$ cat src/rtl/spherical_to_cartesian_defines.svh
// Assertion macros shared by the spherical-to-Cartesian RTL.
`ifndef SPHERICAL_TO_CARTESIAN_DEFINES_SVH
`define SPHERICAL_TO_CARTESIAN_DEFINES_SVH

`ifndef SYNTH
// Same-cycle implication, checked on aclk, off while aresetn is low.
`define STC_ASSERT_IMPL(name, ante, cons) \
    name: assert property (@(posedge aclk) disable iff (!aresetn) (ante) |-> (cons)) \
        else $error("stc assertion failed");
// Next-cycle implication, checked on aclk, off while aresetn is low.
`define STC_ASSERT_NEXT(name, ante, cons) \
    name: assert property (@(posedge aclk) disable iff (!aresetn) (ante) |=> (cons)) \
        else $error("stc assertion failed");
`else
`define STC_ASSERT_IMPL(name, ante, cons)
`define STC_ASSERT_NEXT(name, ante, cons)
`endif

`endif

$ cat src/rtl/stc_pkg.sv
// Package: sizes, CORDIC constants and inter-stage types for the converter.
`timescale 1ns / 1ps
`default_nettype none

package stc_pkg;

    localparam int CORDIC_STAGES = 16;
    localparam int RADIUS_BITS   = 24;
    localparam int ANGLE_BITS    = 16;

    // atan table depth; stages beyond it are not built
    localparam int ATAN_ENTRIES  = 24;
    localparam int CORDIC_RUN    = (CORDIC_STAGES < ATAN_ENTRIES) ? CORDIC_STAGES
                                                                  : ATAN_ENTRIES;

    // internal phase (full turn = 2^32), Q30 sine/cosine, residual angle width
    localparam int PHASE_BITS = 32;
    localparam int TRIG_W     = 32;
    localparam int RESID_W    = 33;
    localparam int FRAC_BITS  = 30;
    localparam int HALF_Q30   = 536870912;

    localparam int COORD_W    = RADIUS_BITS + 1;
    localparam int S_DATA_W   = ((RADIUS_BITS + 2 * ANGLE_BITS + 7) / 8) * 8;
    localparam int M_DATA_W   = ((3 * COORD_W + 7) / 8) * 8;

    // CORDIC gain 0.60725... in Q30, loaded as the start value of x
    localparam logic signed [TRIG_W-1:0] GAIN_Q30 = 32'sd652032874;

    // atan(2^-i) in units of 2^32 per turn
    localparam logic [31:0] ATAN_TAB [ATAN_ENTRIES] = '{
        32'd536870912, 32'd316933405, 32'd167458907, 32'd85004756,
        32'd42667331,  32'd21354465,  32'd10679838,  32'd5340245,
        32'd2670163,   32'd1335086,   32'd667544,    32'd333772,
        32'd166886,    32'd83443,     32'd41721,     32'd20860,
        32'd10430,     32'd5215,      32'd2607,      32'd1303,
        32'd651,       32'd325,       32'd162,       32'd81
    };

    // CORDIC result handed to the multiplier pipeline
    typedef struct packed {
        logic                     valid;
        logic [RADIUS_BITS-1:0]   radius;
        logic signed [TRIG_W-1:0] sin_t;
        logic signed [TRIG_W-1:0] cos_t;
        logic signed [TRIG_W-1:0] sin_p;
        logic signed [TRIG_W-1:0] cos_p;
    } stc_trig_t;

    // one finished point
    typedef struct packed {
        logic signed [COORD_W-1:0] z;
        logic signed [COORD_W-1:0] y;
        logic signed [COORD_W-1:0] x;
    } stc_xyz_t;

    typedef struct packed {
        logic     valid;
        stc_xyz_t xyz;
    } stc_coord_t;

endpackage

`default_nettype wire

$ cat src/rtl/stc_out_skid.sv
// Output register with a skid slot; decouples pipeline advance from m_tready.
`timescale 1ns / 1ps
`default_nettype none
`include "spherical_to_cartesian_defines.svh"

module stc_out_skid import stc_pkg::*; (
    input  logic       aclk,
    input  logic       aresetn,
    input  stc_coord_t in_beat,
    output logic       in_ready,
    output logic       out_valid,
    input  logic       out_ready,
    output stc_xyz_t   out_xyz
);

    logic     out_valid_reg, out_valid_next;
    logic     skid_valid_reg, skid_valid_next;
    stc_xyz_t out_data_reg, out_data_next;
    stc_xyz_t skid_data_reg, skid_data_next;
    logic     take;

    // the pipeline moves only while the skid slot is free
    assign in_ready = !skid_valid_reg;
    assign take     = in_beat.valid && in_ready;

    always_comb begin
        out_valid_next  = out_valid_reg;
        out_data_next   = out_data_reg;
        skid_valid_next = skid_valid_reg;
        skid_data_next  = skid_data_reg;
        if (!out_valid_reg || out_ready) begin
            // output slot frees up: refill from skid first, then from the pipe
            if (skid_valid_reg) begin
                out_valid_next  = 1'b1;
                out_data_next   = skid_data_reg;
                skid_valid_next = 1'b0;
            end else begin
                out_valid_next  = take;
                out_data_next   = in_beat.xyz;
            end
        end else if (take) begin
            // receiver stalled: park the beat
            skid_valid_next = 1'b1;
            skid_data_next  = in_beat.xyz;
        end
    end

    always_ff @(posedge aclk) begin
        if (!aresetn) begin
            out_valid_reg  <= 1'b0;
            skid_valid_reg <= 1'b0;
        end else begin
            out_valid_reg  <= out_valid_next;
            skid_valid_reg <= skid_valid_next;
        end
    end

    always_ff @(posedge aclk) begin
        out_data_reg  <= out_data_next;
        skid_data_reg <= skid_data_next;
    end

    assign out_valid = out_valid_reg;
    assign out_xyz   = out_data_reg;

    // a parked beat always sits behind a held output beat
    `STC_ASSERT_IMPL(a_skid_behind, skid_valid_reg, out_valid_reg)
    // draining the output moves the parked beat forward
    `STC_ASSERT_NEXT(a_skid_drain, out_valid_reg && out_ready && skid_valid_reg,
        out_valid_reg && !skid_valid_reg)

endmodule

`default_nettype wire

$ cat config.mk
export PLATFORM = sky130hd
export DESIGN_NAME = stc_out_skid
export DESIGN_NICKNAME = d
export VERILOG_FILES = /design/src/rtl/stc_pkg.sv /design/src/rtl/stc_out_skid.sv
export VERILOG_INCLUDE_DIRS = /design/src /design/src/rtl
export SDC_FILE = /design/constraint.sdc
export NUM_CORES = 1
export LEC_CHECK = 0
export BUFFER_PORTS_ARGS = -buffer_cell sky130_fd_sc_hd__buf_4
export CORE_ASPECT_RATIO = 0.8
export CORE_MARGIN = 2
export CORE_UTILIZATION = 50
export DETAILED_ROUTE_END_ITERATION = 6
export PLACE_DENSITY = 0.77
export SLEW_MARGIN = 20
export SYNTH_ARGS = -nofsm -noshare
export SYNTH_HDL_FRONTEND = slang
export SYNTH_SLANG_ARGS = --single-unit
export TNS_END_PERCENT = 50
$ cat constraint.sdc
create_clock -name aclk -period 11.3 [get_ports aclk]
set_clock_uncertainty 0.15 [all_clocks]
set_input_delay 1.13 -clock aclk [delete_from_list [all_inputs] [get_ports aclk]]
set_output_delay 1.13 -clock aclk [all_outputs]
set_load 0.02 [all_outputs]
==> Yosys cells after proc, flatten, opt, wreduce, memory -nomap -nowiden <==
Index checks and enable logic that the tools add are counted.
{ "classes": {"n_mux": 2, "bitwise_logic": 2, "n_reduce_logical": 6} }
{ "ops": {"columns": ["op", "count"], "rows": [
  ["$mux W75", 1],
  ["$logic_not A1 Y1", 2],
  ["$not A1 Y1", 2],
  ["$reduce_and A2 Y1", 1],
  ["$reduce_or A2 Y1", 1],
  ["$logic_and A1 B1 Y1", 1],
  ["$logic_or A1 B1 Y1", 1],
  ["$mux W1", 1]
]} }
{ "totals": {"regBits": 152, "elab_cells": 18} }

==> Longest topological paths before layout <==
{ "logic_depth": {"ltp_word": 4, "mapped_depth": 5, "depth_no_buf": 2} }

==> Least setup slack after synthesis <==
No wires, ideal clock.
{ "synth_path": {"kind": "input port to flip-flop", "startpoint": "input port out_ready", "endpoint": "register skid_data_reg[0] (netlist bit) (enable)", "slack_ns": 1.945, "arrival_time_ns": 8.589, "path_buffers": 0, "setup_ns": 0.616, "required_time_ns": 10.534, "path_stages": 2, "path_cell_list": "nand2b_1 nor3b_1"} }
{ "synth_between": {"elab_chain_cells": 3} }
{ "synth_rtl": {"columns": ["element", "line", "source"], "rows": [
  ["from (decl)", "stc_out_skid.sv:12", "input logic out_ready,"],
  ["$logic_or A1 B1 Y1", "stc_out_skid.sv:31", "if (!out_valid_reg || out_ready) begin"],
  ["$not A1 Y1 (no source line)", null, null],
  ["$reduce_and A2 Y1 (no source line)", null, null],
  ["to (signal assigned)", "stc_out_skid.sv:60", "skid_data_reg <= skid_data_next;"],
  ["to (decl)", "stc_out_skid.sv:19", "stc_xyz_t skid_data_reg, skid_data_next;"]
]} }
Every way passes these cells.
A chain may end at the register's enable or synchronous reset.

==> Worst setup path in the final report <==
{ "layout_path": {"startpoint": "register skid_valid_reg", "endpoint": "output port in_ready"} }
{ "layout_between": {"elab_chain_cells": 1} }
{ "layout_rtl": {"columns": ["element", "line", "source"], "rows": [
  ["from (decl)", "stc_out_skid.sv:17", "logic skid_valid_reg, skid_valid_next;"],
  ["from (signal assigned)", "stc_out_skid.sv:54", "skid_valid_reg <= skid_valid_next;"],
  ["$logic_not A1 Y1", "stc_out_skid.sv:23", "assign in_ready = !skid_valid_reg;"],
  ["to (decl)", "stc_out_skid.sv:10", "output logic in_ready,"]
]} }
Every way passes these cells.

==> results.md <==
- The clock transition at the registers of the reported paths is approximately 0.060 ns.
- Dividing the detail-routed via count by the number of cells gives 4.920.
- The number of instances resized during post-cts repair is 0.
- Detailed placement ended at an HPWL of approximately 6200 um.
- The TritonCTS clock tree is built.
- The first-pass iteration count of the detailed router is 4.
- No sink is reached through more buffers than the 2 on the longest clock path.
- The class of the tightest hold or removal check is register to register.
- The synthesis-to-layout area growth is 33.15%.
- The count of mapped cells out of synthesis is 242.
- The flow ran to the end, and the final reports show no timing, DRC or antenna violations.
- In the final layout, the share of cells above drive strength 1 is between 60% and 70%.
- For this run, the post-layout net count is slightly below 500.
- The number of antenna violations at the first check in global routing was 0.
- The final clock period utilization by the worst path is roughly 29%.
- The final critical path time including I/O delays and setup is approximately 3.2 ns.
- Of all nets on the critical path, the largest fanout is 52.
- The floorplan step defined a core boundary enclosing approximately 11000 um2.
- Sequential elements use between 80% and 90% of the synthesized area.
- During synthesis, Yosys emitted a total of 0 warnings.
- The highest attainable clock frequency is around 310 MHz.
- Setup repair after global routing left no endpoint under its margin.
- Detailed routing inserted a total of about 2800 vias.
- The die covers around 12000 um2.
- The pin count of the biggest net entering global routing is 79.
- 0 antenna diodes ended up in the layout.
- Data on the critical path arrives at its endpoint at 1.96 ns.
- The launch point of the worst reg-to-reg path is out_valid.
- The final layout contains routed wiring with a total length of approximately 10000 um.
- For the worst-skew pair, the clock arrives at the later sink with an insertion delay of just over 0.4 ns.
- At the end of routability-driven placement, the weighted congestion stood at 0.7760.
- The overall fraction of global-route tracks in use is ~17%.
- The average wire per cell in the routed design is about 18 um.
- The power after layout is 1.303 mW.
- The number of DRC violations after detailed routing is 0.
- The final count of hold timing violations was 0.
- The number of max-cap violations is 0.
- The first-pass GRT wire length is ~15000 um.
- After synthesis the cells add up to roughly 5600 um2.
- The number of rows created at floorplan is 34.
- The synthesized netlist net count is 321.
- The most common library cell in the layout ignoring fill and taps is sky130_fd_sc_hd__buf_4.
- The category of the worst setup path capture point is an output pin.
- Hold repair after CTS inserted 0 buffers.
- The number of setup buffers added after CTS is 0.
- In the layout the commonest cells are sky130_fd_sc_hd__buf_4 (157), sky130_fd_sc_hd__edfxtp_1 (150), sky130_fd_sc_hd__mux2_2 (58).
- The synthesized design contains about 150 register bits.
- After global routing the overflow that remains totals 0.
- The kind of launch point of the worst setup path is a register.
- The max-slew violation count came to 0.
- The total of buffers placed on input and output ports is about 160.
- The relative max-transition margin is a little under a third.
- The number of global-route vias before repair is about 2800.
- The post-synthesis cell type count is 13.
- Data on the critical path is required at its endpoint by about 10 ns.
- The root cell of the clock tree is sky130_fd_sc_hd__clkbuf_16.
- IR analysis of the VDD net gives a maximum drop of 0.2096 mV.
- In this run the worst setup path begins at skid_valid_reg.
- The count of nets left with antenna violations once routing finished came out at 0.
- The number of top-level design ports is about 160.
- The CTS sink count is between 150 and 200.
- After synthesis, the mean cell area works out to between 20 and 25 um2.
- The post-route setup TNS is 0 ns.
- For this configuration, the core starts out at a cell density of just over 50%.
- The H-tree depth is 4.
- Setup violations remaining at the end of the flow were counted as 0.
- The number of DRC markers after the initial detailed-route iteration is ~180.
- From left edge to right edge, the die measures 122.0 um.
- The worst setup path is of the register to output pin kind.
- The number of clock buffers added by TritonCTS is 17.
- Summed over all cells, the static leakage comes to about 2.8 nW.
- The worst hold path begins at skid_data_reg[68].
- Measured along the y axis, the die boundary spans approximately 98 um.
- The transition time at the pin with the least slew margin is between 1 and 1.5 ns.
- For this design the ratio of total power to cell area is 175.7 nW/um2.
## layout make-up
class                           instances  area, um2
Sequential cell                       152       4548
Fill cell                             733       3430
Timing Repair Buffer                  157       1179
Multi-Input combinational cell         80      953.4
Clock buffer                           19      432.9
Tap cell                              144      180.2
Clock inverter                         13      121.4
Inverter                                1      3.754
## where the power goes
part	switching [mW]	internal, mW	leakage, nW
clock network	0.220	0.305	0.270
logic	0.0570	0.0581	1.10
registers	0.00979	0.652	1.48
total	0.287	1.02	2.84
## cells in the mapped netlist
library cell	count	area share [%]
sky130_fd_sc_hd__dfxtp_1	2	0.72
sky130_fd_sc_hd__inv_1	1	0.067
sky130_fd_sc_hd__nor3b_1	2	0.27
sky130_fd_sc_hd__buf_8	1	0.27
sky130_fd_sc_hd__nand2b_1	1	0.11
sky130_fd_sc_hd__edfxtp_1	150	81
sky130_fd_sc_hd__mux2_4	17	4.6
sky130_fd_sc_hd__buf_12	1	0.36
sky130_fd_sc_hd__buf_6	2	0.40
sky130_fd_sc_hd__nor2_1	1	0.067
sky130_fd_sc_hd__buf_2	5	0.45
sky130_fd_sc_hd__a21boi_0	1	0.13
sky130_fd_sc_hd__mux2_2	58	12
## critical path, stage by stage (launching register included)
cell and delay, ns:
sky130_fd_sc_hd__dfxtp_4 0.62, sky130_fd_sc_hd__buf_4 0.63, sky130_fd_sc_hd__inv_1 0.09, sky130_fd_sc_hd__buf_4 0.18
## per-stage QoR
stage	setup WS (ns)	util [%]	hold WS (ns)	area (um2)	std cells
finish	8.058	68.39	0.3914	7418	566
global route	7.888	68.39	0.4116	7418	566
CTS	8.022	68.39	0.3956	7418	566
detailed placement	7.658	63.28	0.3849	6864	534
global placement	7.718	63.28	0.3779	6864	534
floorplan	1.945	-	0.3731	5572	242
## routing by layer
layer	global-route usage, %	wire length, um	vias to the layer above
li1	-	-	1307
met5	0	0	-
met2	26.17	4827	114
met3	8.218	856	7
met4	4.509	63	0
met1	23.05	4299	1357
## worst paths after layout
check,depth (start not counted),to,slack (ns)
worst max-delay path,3,in_ready,8.06
worst min-delay path,1,out_xyz[68],0.39
worst max register to register,3,skid_data_reg[49],8.64
worst min register to register,1,out_xyz[68],0.39
## kinds of logic (layout without fill, tap and decap cells)
logic type | count (synthesis) | after routing | synth area share (%)
buf+inv | 10 | 190 | 1.549
simple gates | 4 | 4 | 0.4491
mux | 75 | 75 | 16.30
compound gates | 1 | 1 | 0.1348
flops | 152 | 152 | 81.56
No activity file was read; power rests on OpenSTA's default activity.
